$ cat src/hdl/afe_pkg.sv
`timescale 1ns / 1ps
// ----------------------------------------------------------------------------
// afe_pkg
// shared types and constants of the frame encoder: frame marker bytes and
// the burst of bytes that one payload byte expands to
// ----------------------------------------------------------------------------
package afe_pkg;

    localparam int          BURST_MAX = 5;
    localparam int          IDX_W     = 3;

    localparam logic [7:0]  START_DELIM = 8'h7E;
    localparam logic [7:0]  LEN_HIGH    = 8'h00;
    localparam logic [7:0]  SUM_INIT    = 8'hFF;

    typedef logic [IDX_W-1:0] idx_t;

    typedef struct packed {
        logic [BURST_MAX-1:0][7:0] bytes;
        idx_t                      count;
        logic                      ends_frame;
    } burst_t;

endpackage

$ cat src/hdl/afe_framer.sv
`timescale 1ns / 1ps
// ----------------------------------------------------------------------------
// afe_framer
// holds the frame-open flag and running checksum and expands one payload
// byte into its burst of header, data and checksum bytes
// ----------------------------------------------------------------------------
module afe_framer
    import afe_pkg::*;
(
    input  logic       clk,
    input  logic       rst_n,
    input  logic       accept,
    input  logic [7:0] payload_byte,
    input  logic [7:0] frame_length,
    input  logic       last_byte,
    output burst_t     burst
);

    logic [7:0] running_sum_reg;
    logic [7:0] running_sum_next;
    logic       frame_open_reg;
    logic       frame_open_next;
    logic [7:0] sum_base;
    logic [7:0] sum_after;

    assign sum_base  = frame_open_reg ? running_sum_reg : SUM_INIT;
    assign sum_after = sum_base - payload_byte;

    always_comb
    begin
        burst            = '0;
        running_sum_next = running_sum_reg;
        frame_open_next  = frame_open_reg;
        if (!frame_open_reg)
        begin
            burst.bytes[0] = START_DELIM;
            burst.bytes[1] = LEN_HIGH;
            burst.bytes[2] = frame_length;
            if (frame_length == 8'd0)
            begin
                // empty frame: header and checksum only, payload ignored
                burst.bytes[3]   = SUM_INIT;
                burst.count      = idx_t'(4);
                burst.ends_frame = 1'b1;
                running_sum_next = SUM_INIT;
                frame_open_next  = 1'b0;
            end
            else if (last_byte)
            begin
                burst.bytes[3]   = payload_byte;
                burst.bytes[4]   = sum_after;
                burst.count      = idx_t'(5);
                burst.ends_frame = 1'b1;
                running_sum_next = SUM_INIT;
                frame_open_next  = 1'b0;
            end
            else
            begin
                burst.bytes[3]   = payload_byte;
                burst.count      = idx_t'(4);
                running_sum_next = sum_after;
                frame_open_next  = 1'b1;
            end
        end
        else
        begin
            burst.bytes[0] = payload_byte;
            if (last_byte)
            begin
                burst.bytes[1]   = sum_after;
                burst.count      = idx_t'(2);
                burst.ends_frame = 1'b1;
                running_sum_next = SUM_INIT;
                frame_open_next  = 1'b0;
            end
            else
            begin
                burst.count      = idx_t'(1);
                running_sum_next = sum_after;
            end
        end
    end

    always_ff @(posedge clk or negedge rst_n)
    begin
        if (!rst_n)
        begin
            running_sum_reg <= SUM_INIT;
            frame_open_reg  <= 1'b0;
        end
        else if (accept)
        begin
            running_sum_reg <= running_sum_next;
            frame_open_reg  <= frame_open_next;
        end
    end

endmodule

$ cat src/hdl/api_frame_encoder_core.sv
`timescale 1ns / 1ps
// ----------------------------------------------------------------------------
// api_frame_encoder_core
// length-prefixed frame encoder: payload bytes in, serial frame bytes out
// a request's first byte goes through the burst register, then the output register
// throughput: 1 to 5 bytes per request through the single-byte output register;
//   plain data bytes go 1 per cycle unless m_axis_tready stalls the output
// reset: no frame open, checksum at 0xFF, burst and output registers empty
// ----------------------------------------------------------------------------
module api_frame_encoder_core
    import afe_pkg::*;
(
    input  logic        clk,
    input  logic        rst_n,
    input  logic        s_axis_tvalid,
    output logic        s_axis_tready,
    input  logic [15:0] s_axis_tdata,   // payload_byte[7:0], frame_length[15:8]
    input  logic        s_axis_tlast,   // last_byte
    output logic        m_axis_tvalid,
    input  logic        m_axis_tready,
    output logic [7:0]  m_axis_tdata,   // tx_byte[7:0]
    output logic        m_axis_tlast,   // last_of_run
    output logic        m_axis_tuser    // frame_done
);

    burst_t     burst_new;
    burst_t     burst_reg;
    logic       burst_valid_reg;
    idx_t       burst_idx_reg;
    logic       accept;
    logic       pop;
    logic       at_end;
    logic       pop_last;
    logic [7:0] out_data_reg;
    logic       out_last_reg;
    logic       out_done_reg;
    logic       out_valid_reg;

    afe_framer u_framer
    (
        .clk          (clk),
        .rst_n        (rst_n),
        .accept       (accept),
        .payload_byte (s_axis_tdata[7:0]),
        .frame_length (s_axis_tdata[15:8]),
        .last_byte    (s_axis_tlast),
        .burst        (burst_new)
    );

    assign pop           = burst_valid_reg && (!out_valid_reg || m_axis_tready);
    assign at_end        = (burst_idx_reg == burst_reg.count - idx_t'(1));
    assign pop_last      = pop && at_end;
    assign s_axis_tready = !burst_valid_reg || pop_last;
    assign accept        = s_axis_tvalid && s_axis_tready;

    // burst buffer control
    always_ff @(posedge clk or negedge rst_n)
    begin
        if (!rst_n)
        begin
            burst_valid_reg <= 1'b0;
            burst_idx_reg   <= '0;
        end
        else if (accept)
        begin
            burst_valid_reg <= 1'b1;
            burst_idx_reg   <= '0;
        end
        else if (pop_last)
        begin
            burst_valid_reg <= 1'b0;
        end
        else if (pop)
        begin
            burst_idx_reg <= burst_idx_reg + idx_t'(1);
        end
    end

    always_ff @(posedge clk)
    begin
        if (accept)
        begin
            burst_reg <= burst_new;
        end
    end

    // output register
    always_ff @(posedge clk or negedge rst_n)
    begin
        if (!rst_n)
        begin
            out_valid_reg <= 1'b0;
        end
        else if (pop)
        begin
            out_valid_reg <= 1'b1;
        end
        else if (m_axis_tready)
        begin
            out_valid_reg <= 1'b0;
        end
    end

    always_ff @(posedge clk)
    begin
        if (pop)
        begin
            out_data_reg <= burst_reg.bytes[burst_idx_reg];
            out_last_reg <= at_end;
            out_done_reg <= at_end && burst_reg.ends_frame;
        end
    end

    assign m_axis_tvalid = out_valid_reg;
    assign m_axis_tdata  = out_data_reg;
    assign m_axis_tlast  = out_last_reg;
    assign m_axis_tuser  = out_done_reg;

    a_idx_in_burst: assert property (@(posedge clk) disable iff (!rst_n)
        burst_valid_reg |-> (burst_idx_reg < burst_reg.count))
        else $error("burst index beyond burst length");

    a_count_range: assert property (@(posedge clk) disable iff (!rst_n)
        burst_valid_reg |-> (burst_reg.count != idx_t'(0) &&
                             burst_reg.count <= idx_t'(BURST_MAX)))
        else $error("burst length out of range");

    a_done_is_last: assert property (@(posedge clk) disable iff (!rst_n)
        m_axis_tvalid && m_axis_tuser |-> m_axis_tlast)
        else $error("checksum byte not last of its request");

    a_no_drop: assert property (@(posedge clk) disable iff (!rst_n)
        burst_valid_reg && !pop |=> burst_valid_reg && $stable(burst_idx_reg))
        else $error("burst lost while output stalled");

endmodule

$ cat config.mk
export PLATFORM = sky130hd
export DESIGN_NAME = api_frame_encoder_core
export DESIGN_NICKNAME = d
export VERILOG_FILES = /design/src/hdl/afe_pkg.sv /design/src/hdl/afe_framer.sv /design/src/hdl/api_frame_encoder_core.sv
export SDC_FILE = /design/constraint.sdc
export NUM_CORES = 1
export LEC_CHECK = 0
export BUFFER_PORTS_ARGS = -buffer_cell sky130_fd_sc_hd__buf_2
export CORE_UTILIZATION = 42
export DETAILED_ROUTE_END_ITERATION = 6
export HOLD_SLACK_MARGIN = 0.02
export SYNTH_ARGS = -nofsm -noshare
export SYNTH_HDL_FRONTEND = slang
export SYNTH_HIERARCHICAL = 1
export SYNTH_SLANG_ARGS = --single-unit
export TNS_END_PERCENT = 30
$ cat constraint.sdc
create_clock -name clk -period 4.5 [get_ports clk]
set_input_delay 0.225 -clock clk [delete_from_list [all_inputs] [get_ports clk]]
set_output_delay 0.225 -clock clk [all_outputs]
set_load 0.03 [all_outputs]
==> flow_summary.yaml, run 1 <==
run_status:
  status: "finished clean"
route:
  dr.first_iter.drc_count: 182
  wire_per_inst_um: 15.5
  avgViaCountPerCell: 5.03
  drt-total-wl_um: 6480
  detail_route.first_pass.iterations: 4
  drc: 0
  antenna_violating_nets_post_route: 0
  detailroute.via_count: 2107
worst_setup_path:
  data_required_time_at_the_worst_endpoint_ps: 4580
  worst-setup-path-type: "flip-flop to flip-flop"
  setup.worst_path.start_class: "flip-flop"
  critical_path_peak_fanout: 31
  critical_path.cell_chain: "inv_2, nor2_1, ha_1, fa_1, nor2b_1, o31a_1, o21ai_1, nor3b_2, nor2_1"
  path_buf_inv: 1
  crit_path_max_incr_delay_ps: 980
  critPathSlowestCell: "sky130_fd_sc_hd__dfrtp_1"
  timing.reg2reg.setup_slack_ps: 1670
  arrival_ps: 2900
  path_common_cell: "sky130_fd_sc_hd__nor2_1"
  setup.worst_path.end_class: "flip-flop"
  critPathTopFamily: "flip-flops"
logic_synthesis:
  synthesis.nets: 308
  synth_top_area_cell: "sky130_fd_sc_hd__edfxtp_1"
  number_of_synthesized_flops_with_an_enable_pin: 54
  fraction_of_synthesized_cell_area_taken_by_the_top_area_cell_type: 0.484
  post_synth_and_or_nand_nor_area_fraction: 0.161
  ys_ff_latch: 68
  synth_top_flop_cell: "sky130_fd_sc_hd__edfxtp_1"
  dominant_combinational_cell_family_by_area_after_synthesis: "simple AND/OR/NAND/NOR gates"
  complex_gate_fraction_of_the_synthesized_area: 0.0866
  synth_sequential_area_ratio: 0.591
  synth_mux_area_frac: 0.0568
  asyncSetResetFlopFracSynth: 0.206
  synth_area_per_cell_sq_um: 12.1
  synth-adder-area-share: 0.0433
  netlist-cell-type-count: 46
  yosys.area_share.xor_xnor: 0.0224
  synthesis.yosys.warnings: 6
  synthesis.instances: 276
  synth.cell_area_sq_mm: 0.00335
  synth_area_leaders: "sky130_fd_sc_hd__edfxtp_1 48%, sky130_fd_sc_hd__dfstp_2 6.3%, sky130_fd_sc_hd__mux4_2 5.4%"
global_routing:
  grt_antenna_before_repair: 0
  grt_first_pass_wirelength_um: 10700
  maximum_number_of_pins_on_one_net_before_global_route_repair: 41
  first_global_vias: 2092
  groute.usage.overall: 0.173
  global_route.overflow_total: 0
floorplan:
  core_area_sq_mm: 0.00773
  floorplan.die_area_sq_mm: 0.00834
  die_h_um: 91.3
  std_cell_rows: 32
  floorplan.initialDensity: 0.434
  io_pins: 33
  floorplan.die.width_um: 91.3
sta:
  fin_tns_setup_ps: 0
  final.setup.worst_slack_ps: 1670
  worst_pin_slew_ps: 972
  finalCriticalPeriod_ps: 2830
  post-route-period-util: 0.628
  finalSetupViolCount: 0
  final_hold_fails: 0
  final_max_slew_viol_count: 0
  worst_slew_margin_rel: 0.352
  worst_clock_skew_ps: 9.32
  achievable-frequency_ghz: 0.354
  grt_setup_unrepaired: "no"
place:
  finalWeightedCongestion: 0.840
  placement.io_buffers: 32
  place_worst_setup_slack_ps: 1700
  dpl.hpwl_um: 4620
clock_tree:
  numCtsBuffers: 9
  htreeDepth: 3
  root_buffer: "sky130_fd_sc_hd__clkbuf_8"
  postCtsSetupRepairBufs: 0
  cts_num_sinks: 68
  clock_path_buffers: 2
  cts-hold-fix-buffers: 1
  insertion_delay_ps: 340
  tritoncts_clock_tree: "built"
  clkSlewWorstSetupHoldPaths_ps: 70
  cts.repair.resized: 0
finish:
  final_common_cell: "sky130_fd_sc_hd__edfxtp_1"
  layout-drive-gt1-share: 0.240
  area_growth_syn_to_layout_pct: 14.5
  layout.cells.most_common_list: "54 x sky130_fd_sc_hd__edfxtp_1, 32 x sky130_fd_sc_hd__buf_2, 25 x sky130_fd_sc_hd__nor2_1"
  num-fill-cells: 698
  largest_reg_flops: 44
  final_core_util: 0.496
  n_antenna_cell: 0
  design.final.nets: 344
power:
  vdd_ir_drop_max_v: 0.000281
  power.total_mw: 2.45
  power_per_cell_area_mw_per_mm2: 639
  leakagePower_nw: 1.48
run:
  timing.max_cap.violations: 0
hold_path:
  holdCritPathClass: "primary input to flip-flop"
worst reg2reg max path: cells and delay by family (launching register included):
kind / cells / cell delay, ps
flip-flops: 1 / 980
buffers and inverters: 1 / 210
AND/OR/NAND/NOR: 4 / 600
AO/OA/AOI/OAI: 2 / 380
adder cells (fa/ha/maj): 2 / 400
synthesized netlist by cell type, types with 3 or more instances:
cell type / number
sky130_fd_sc_hd__a21oi_1: 19
sky130_fd_sc_hd__xnor2_1: 3
sky130_fd_sc_hd__dfrtp_1: 6
sky130_fd_sc_hd__nor2b_1: 13
sky130_fd_sc_hd__and2_1: 4
sky130_fd_sc_hd__dfstp_2: 8
sky130_fd_sc_hd__ha_1: 10
sky130_fd_sc_hd__nand3_1: 3
sky130_fd_sc_hd__o21ai_1: 4
sky130_fd_sc_hd__nand2b_1: 13
sky130_fd_sc_hd__mux4_2: 8
sky130_fd_sc_hd__o21ai_0: 17
sky130_fd_sc_hd__nor3b_2: 4
sky130_fd_sc_hd__inv_1: 21
sky130_fd_sc_hd__edfxtp_1: 54
sky130_fd_sc_hd__clkbuf_1: 4
sky130_fd_sc_hd__nand2_1: 22
sky130_fd_sc_hd__buf_2: 3
sky130_fd_sc_hd__nor2_1: 25
sky130_fd_sc_hd__xor2_1: 3
layout make-up:
class	instances	area, sq um	area share
Clock buffer	13	169	0.0440
Clock inverter	3	43.8	0.0114
Inverter	22	82.6	0.0215
Multi-Input combinational cell	177	1250	0.327
Sequential cell	68	1980	0.517
Tap cell	102	128	0.0333
Timing Repair Buffer	34	178	0.0463
routing by layer:
metal	up-vias	part of all wire	track usage
li1	1047	-	-
met1	1017	0.51	0.248
met2	37	0.44	0.251
met3	6	0.034	0.0427
met4	0	0.017	0.0728
met5	-	0	0
path summary, 6_finish.rpt:
path | startpoint | to | cells past startpoint
min | s_axis_tdata[6] | burst_reg[10] | 3
max | u_framer/frame_open_reg | burst_reg[18] | 9
min reg2reg | u_framer/running_sum_reg[2] | u_framer/running_sum_reg[2] | 2
max in group asynchronous | rst_n | u_framer/running_sum_reg[2] | 2
max reg2reg | u_framer/frame_open_reg | burst_reg[18] | 9
min in group asynchronous | rst_n | burst_idx_reg[0] | 2
report_power, final:
group / internal (mW) / switching (mW) / leakage (nW) / total [mW]
Clock: 0.302 / 0.223 / 0.110 / 0.525
Sequential: 0.934 / 0.157 / 0.655 / 1.09
Combinational: 0.354 / 0.479 / 0.719 / 0.833
through the flow:
stage | hold slack [ps] | cells | cell area [sq um]
after floorplan | -70.6 | 276 | 3350
after global placement | 169 | 402 | 3610
after detailed placement | 174 | 402 | 3610
after CTS | 165 | 419 | 3830
after global routing | 177 | 419 | 3830
final | 177 | 419 | 3830
logic make-up (layout without fill, tap and decap cells):
logic type	count (synthesis)	count (layout)
muxes	9	9
DFF	68	68
adders and majority gates	11	11
and+or+nand+nor	99	99
AOI/OAI and AO/OA	51	51
xor gates and xnor gates	7	7
buffers and inverters	31	72
(Power assumes the default switching activity.)
==> run 2: changes to the inputs <==
==> constraint.sdc (replaced) <==
create_clock -name clk -period 2.6 [get_ports clk]
set_input_delay 0.13 -clock clk [delete_from_list [all_inputs] [get_ports clk]]
set_output_delay 0.13 -clock clk [all_outputs]
set_load 0.03 [all_outputs]
==> run 2 against run 1 <==
  * Setup slack got worse by 1400 ps
  * Design area rose by 1.6%
  * Final cell count rose by 1.9%
  * Die area did not move
  * Largest cell class unchanged
  * Sequential share of layout area fell by 0.80 points
  * Highest routed layer unchanged
  * Clock-buffer cell count fell by 3
  * Flip-flop and latch count did not move
  * Via count rose by 1.9%
==> flow_summary.yaml, run 2 (synthesis results as in run 1) <==
clock_tree:
  cts.repair.resized: 0
  cts_num_sinks: 68
  tritoncts_clock_tree: "built"
  numCtsBuffers: 9
  cts-hold-fix-buffers: 1
  root_buffer: "sky130_fd_sc_hd__clkbuf_8"
  clkSlewWorstSetupHoldPaths_ps: 70
  htreeDepth: 3
  insertion_delay_ps: 340
  postCtsSetupRepairBufs: 0
  clock_path_buffers: 2
finish:
  layout.cells.most_common_list: "54 x sky130_fd_sc_hd__edfxtp_1, 32 x sky130_fd_sc_hd__buf_2, 25 x sky130_fd_sc_hd__nor2_1"
  final_common_cell: "sky130_fd_sc_hd__edfxtp_1"
  design.final.nets: 352
  area_growth_syn_to_layout_pct: 16.2
  final_cell_count_no_fill: 427
  n_antenna_cell: 0
  num-fill-cells: 678
  layout-drive-gt1-share: 0.255
  largest_reg_flops: 44
global_routing:
  first_global_vias: 2055
  maximum_number_of_pins_on_one_net_before_global_route_repair: 24
  grt_first_pass_wirelength_um: 10800
  global_route.overflow_total: 0
  groute.usage.overall: 0.175
  grt_antenna_before_repair: 0
run_status:
  status: "finished clean"
worst_setup_path:
  worstReg2RegEnd: "burst_reg[19]"
  timing.reg2reg.setup_slack_ps: 250
  worst-setup-path-type: "flip-flop to flip-flop"
  data_required_time_at_the_worst_endpoint_ps: 2690
  critPathSlowestCell: "sky130_fd_sc_hd__dfrtp_1"
  worst_r2r_path_depth: 7
  worstReg2RegStart: "u_framer/frame_open_reg"
  crit_path_max_incr_delay_ps: 670
  critical_path_peak_fanout: 16
  arrival_ps: 2440
  setup.worst_path.start_class: "flip-flop"
  setup.worst_path.end_class: "flip-flop"
  critical_path.cell_chain: "nand2b_1, ha_1, nor2b_4, o31a_1, o21ai_2, xnor2_1, mux2i_1"
floorplan:
  std_cell_rows: 32
  io_pins: 33
  die_h_um: 91.3
  floorplan.die.width_um: 91.3
  floorplan.die_area_sq_mm: 0.00834
  floorplan.initialDensity: 0.434
  core_area_sq_mm: 0.00773
route:
  wire_per_inst_um: 15.8
  drt-total-wl_um: 6730
  antenna_violating_nets_post_route: 0
  detail_route.first_pass.iterations: 4
  dr.first_iter.drc_count: 71
  drc: 0
  avgViaCountPerCell: 5.03
  detailroute.via_count: 2147
sta:
  final_hold_fails: 0
  final_max_slew_viol_count: 0
  worst_clock_skew_ps: 12.0
  post-route-period-util: 0.905
  achievable-frequency_ghz: 0.425
  finalCriticalPeriod_ps: 2350
  worst_slew_margin_rel: 0.635
  worst_pin_slew_ps: 545
  grt_setup_unrepaired: "no"
  finalSetupViolCount: 0
  fin_hold_ws_ps: 82.9
hold_path:
  holdCritPathClass: "primary input to flip-flop"
  timing.hold.worst_path_depth: 3
  timing.hold.worst_endpoint: "burst_valid_reg"
  timing.hold.worst.start: "s_axis_tvalid"
power:
  power_per_cell_area_mw_per_mm2: 1110
  vdd_ir_drop_max_v: 0.000423
  leakagePower_nw: 1.52
place:
  placement.io_buffers: 32
  place.detailed.instances: 410
  dpl.hpwl_um: 4850
  finalWeightedCongestion: 0.855
run:
  timing.max_cap.violations: 0
==> run 2: worst max path at each step <==
stage                            start                     endpoint  cells after the start
2_1_floorplan             burst_reg[1]  u_framer/running_sum_reg[0]                      8
3_3_place_gp   u_framer/frame_open_reg                burst_reg[42]                      9
3_5_place_dp   u_framer/frame_open_reg                burst_reg[19]                      7
4_1_cts        u_framer/frame_open_reg                burst_reg[19]                      7
5_1_grt        u_framer/frame_open_reg                burst_reg[42]                      9
6_report       u_framer/frame_open_reg                burst_reg[19]                      7
==> run 2: metrics by stage <==
stage	setup WS (ps)	TNS (ps)	utilization	instance area [sq um]	total power, mW
2_1_floorplan	-4.88	-29.3	-	3380	3.01
3_3_place_gp	328	0	0.476	3680	3.42
3_5_place_dp	243	0	0.476	3680	3.45
4_1_cts	235	0	0.504	3890	4.37
5_1_grt	80.4	0	0.504	3890	4.59
6_report	246	0	0.504	3890	4.33
==> run 2: area by class of cell <==
class | count | area, sq um | area share
tap | 102 | 128 | 0.0328
inverter | 22 | 82.6 | 0.0212
sequential | 68 | 1980 | 0.509
multi-input combinational | 177 | 1260 | 0.323
clock buffer | 10 | 128 | 0.0328
clock inverter | 6 | 78.8 | 0.0202
timing repair buffer | 42 | 238 | 0.0610
==> run 2: report_power, final <==
| group | leakage (nW) | total, mW | switching, mW | internal (mW) |
|---|---|---|---|---|
| Clock | 0.107 | 0.918 | 0.386 | 0.532 |
| Combinational | 0.761 | 1.65 | 0.971 | 0.676 |
| Sequential | 0.655 | 1.76 | 0.144 | 1.62 |
==> run 2: worst max-delay path, delay by kind of cell (launching register included) <==
kind	cells	cell delay [ps]
flops	1	670
compound gates	2	510
fa+ha+maj	1	310
simple gates	2	290
xor+xnor	1	200
mux	1	110
==> run 2: metal layers <==
metal	vias up	global-route usage	wire length (um)
met4	0	0.0582	92
met1	1027	0.248	3310
met2	47	0.266	3060
met3	9	0.0427	271
met5	-	0	0
li1	1064	-	-
==> run 3: changes to the inputs <==
--- a/config.mk
+++ b/config.mk
@@ -9,6 +9,7 @@
 export CORE_UTILIZATION = 42
 export DETAILED_ROUTE_END_ITERATION = 6
 export HOLD_SLACK_MARGIN = 0.02
+export PLACE_DENSITY = 0.64
 export SYNTH_ARGS = -nofsm -noshare
 export SYNTH_HDL_FRONTEND = slang
 export SYNTH_HIERARCHICAL = 1
==> run 3 against run 2 <==
  * Clock power fell by 19%
  * Design area is 1.2% lower
  * Worst hold slack got worse by 4.3 ps
  * Register-to-register slack better by 90 ps
  * Flip-flop and latch count is the same
  * Global-route usage rose by 0.11 points
  * Combinational power barely moved
  * Largest cell class unchanged
==> flow_summary.yaml, run 3 (synthesis results as in run 1) <==
power:
  clkPwrFrac: 0.180
  p_sw_frac: 0.366
  power.switching_mw: 1.52
  pwr-share-comb: 0.398
  p_int_mw: 2.63
  leakagePower_nw: 1.49
  power.sequential.fraction: 0.422
  power_per_cell_area_mw_per_mm2: 1080
  vdd_ir_drop_max_v: 0.000386
hold_path:
  holdCritPathClass: "primary input to flip-flop"
  timing.hold.worst_endpoint: "burst_valid_reg"
  timing.hold.worst_path_depth: 3
  timing.hold.worst.start: "s_axis_tvalid"
clock_tree:
  cts_num_sinks: 68
  postCtsSetupRepairBufs: 0
  clock_path_buffers: 2
  tritoncts_clock_tree: "built"
  clkSlewWorstSetupHoldPaths_ps: 70
  root_buffer: "sky130_fd_sc_hd__clkbuf_8"
  numCtsBuffers: 9
  htreeDepth: 3
  insertion_delay_ps: 350
finish:
  area_growth_syn_to_layout_pct: 14.9
  largest_reg_flops: 44
  design.final.nets: 352
  num-fill-cells: 707
  layout.cells.most_common_list: "54 x sky130_fd_sc_hd__edfxtp_1, 32 x sky130_fd_sc_hd__buf_2, 25 x sky130_fd_sc_hd__nor2_1"
  final_common_cell: "sky130_fd_sc_hd__edfxtp_1"
  final_core_util: 0.498
  layout-drive-gt1-share: 0.252
  n_antenna_cell: 0
  fin_area_sq_mm: 0.00385
worst_setup_path:
  worstReg2RegEnd: "burst_reg[42]"
  setup.worst_path.start_class: "flip-flop"
  setup.worst_path.end_class: "flip-flop"
  worst-setup-path-type: "flip-flop to flip-flop"
  data_required_time_at_the_worst_endpoint_ps: 2690
  critical_path_peak_fanout: 12
  worstReg2RegStart: "u_framer/frame_open_reg"
  timing.reg2reg.setup_slack_ps: 340
  worst_r2r_path_depth: 9
  arrival_ps: 2350
global_routing:
  first_global_vias: 2248
  global_route.overflow_total: 0
  grt_antenna_before_repair: 0
  grt_first_pass_wirelength_um: 10900
  maximum_number_of_pins_on_one_net_before_global_route_repair: 38
  groute.usage.overall: 0.176
floorplan:
  floorplan.die.width_um: 91.3
  io_pins: 33
  die_h_um: 91.3
  floorplan.die_area_sq_mm: 0.00834
  core_area_sq_mm: 0.00773
  floorplan.initialDensity: 0.434
  std_cell_rows: 32
place:
  dpl.hpwl_um: 4720
  finalWeightedCongestion: 0.832
  dpl_cell_area_sq_mm: 0.00368
  placement.io_buffers: 32
route:
  avgViaCountPerCell: 5.18
  antenna_violating_nets_post_route: 0
  detail_route.first_pass.iterations: 5
  detailroute.via_count: 2211
  drc: 0
  dr.first_iter.drc_count: 112
  wire_per_inst_um: 15.7
  drt-total-wl_um: 6720
sta:
  achievable-frequency_ghz: 0.442
  grt_setup_unrepaired: "no"
  finalCriticalPeriod_ps: 2260
  worst_pin_slew_ps: 474
  worst_clock_skew_ps: 7.12
  final_hold_fails: 0
  final_max_slew_viol_count: 0
  finalSetupViolCount: 0
  worst_slew_margin_rel: 0.682
  post-route-period-util: 0.871
run_status:
  status: "finished clean"
run:
  timing.max_cap.violations: 0
-- run 3: worst max-delay path, stage by stage (launching register included) --
cell and delay, ps:
sky130_fd_sc_hd__dfrtp_1 530, sky130_fd_sc_hd__inv_2 110, sky130_fd_sc_hd__nor2_1 60, sky130_fd_sc_hd__ha_1 190
sky130_fd_sc_hd__fa_1 390, sky130_fd_sc_hd__nor2b_1 170, sky130_fd_sc_hd__o31a_1 180, sky130_fd_sc_hd__nor3_1 70
sky130_fd_sc_hd__nor3b_2 220, sky130_fd_sc_hd__nor2_1 70
-- run 3: how the worst max path moves through the flow --
stage / endpoint / cells after the start / slack, ps / start
after floorplan: u_framer/running_sum_reg[0] / 8 / -5 / burst_reg[1]
after global placement: burst_reg[42] / 9 / 420 / u_framer/frame_open_reg
after detailed placement: burst_reg[18] / 9 / 380 / u_framer/frame_open_reg
after CTS: burst_reg[42] / 9 / 370 / u_framer/frame_open_reg
after global routing: burst_reg[18] / 9 / 150 / u_framer/frame_open_reg
final: burst_reg[42] / 9 / 340 / u_framer/frame_open_reg
-- run 3: per-layer routing --
layer | part of all wire | up-vias | global-route usage
met3 | 0.036 | 13 | 0.0293
met1 | 0.48 | 1088 | 0.233
met2 | 0.46 | 47 | 0.280
met4 | 0.020 | 0 | 0.0926
li1 | - | 1063 | -
met5 | 0 | - | 0
-- run 3: per-stage QoR --
stage               hold slack (ps)  instances  worst slack (ps)  setup TNS, ps  total power, mW
floorplan                      -166        276             -4.88          -29.3             3.01
global placement               67.7        410               425              0             3.40
detailed placement             75.2        410               382              0             3.43
CTS                            73.1        427               368              0             4.17
global route                    105        427               152              0             4.41
finish                         78.6        427               337              0             4.16
-- run 3: what timing repair did --
item | CTS | global route
hold endpoints to repair | 14 | 0
hold buffers | 1 | 0
resized for setup | 0 | 0
-- run 3: cell type report --
| cell class | count | area, sq um | area share |
|---|---|---|---|
| multi-input combinational | 177 | 1260 | 0.327 |
| sequential | 68 | 1980 | 0.515 |
| clock buffer | 11 | 131 | 0.0341 |
| timing repair buffer | 42 | 238 | 0.0618 |
| tap | 102 | 128 | 0.0332 |
| inverter | 22 | 82.6 | 0.0215 |
| clock inverter | 5 | 28.8 | 0.00748 |
-- run 3: power by group through the flow --
stage,clock (mW),sequential [mW],combinational [mW]
floorplan,0,1.89,1.11
global placement,0,1.77,1.63
detailed placement,0,1.78,1.66
CTS,0.754,1.76,1.66
global route,0.796,1.78,1.83
finish,0.746,1.75,1.66
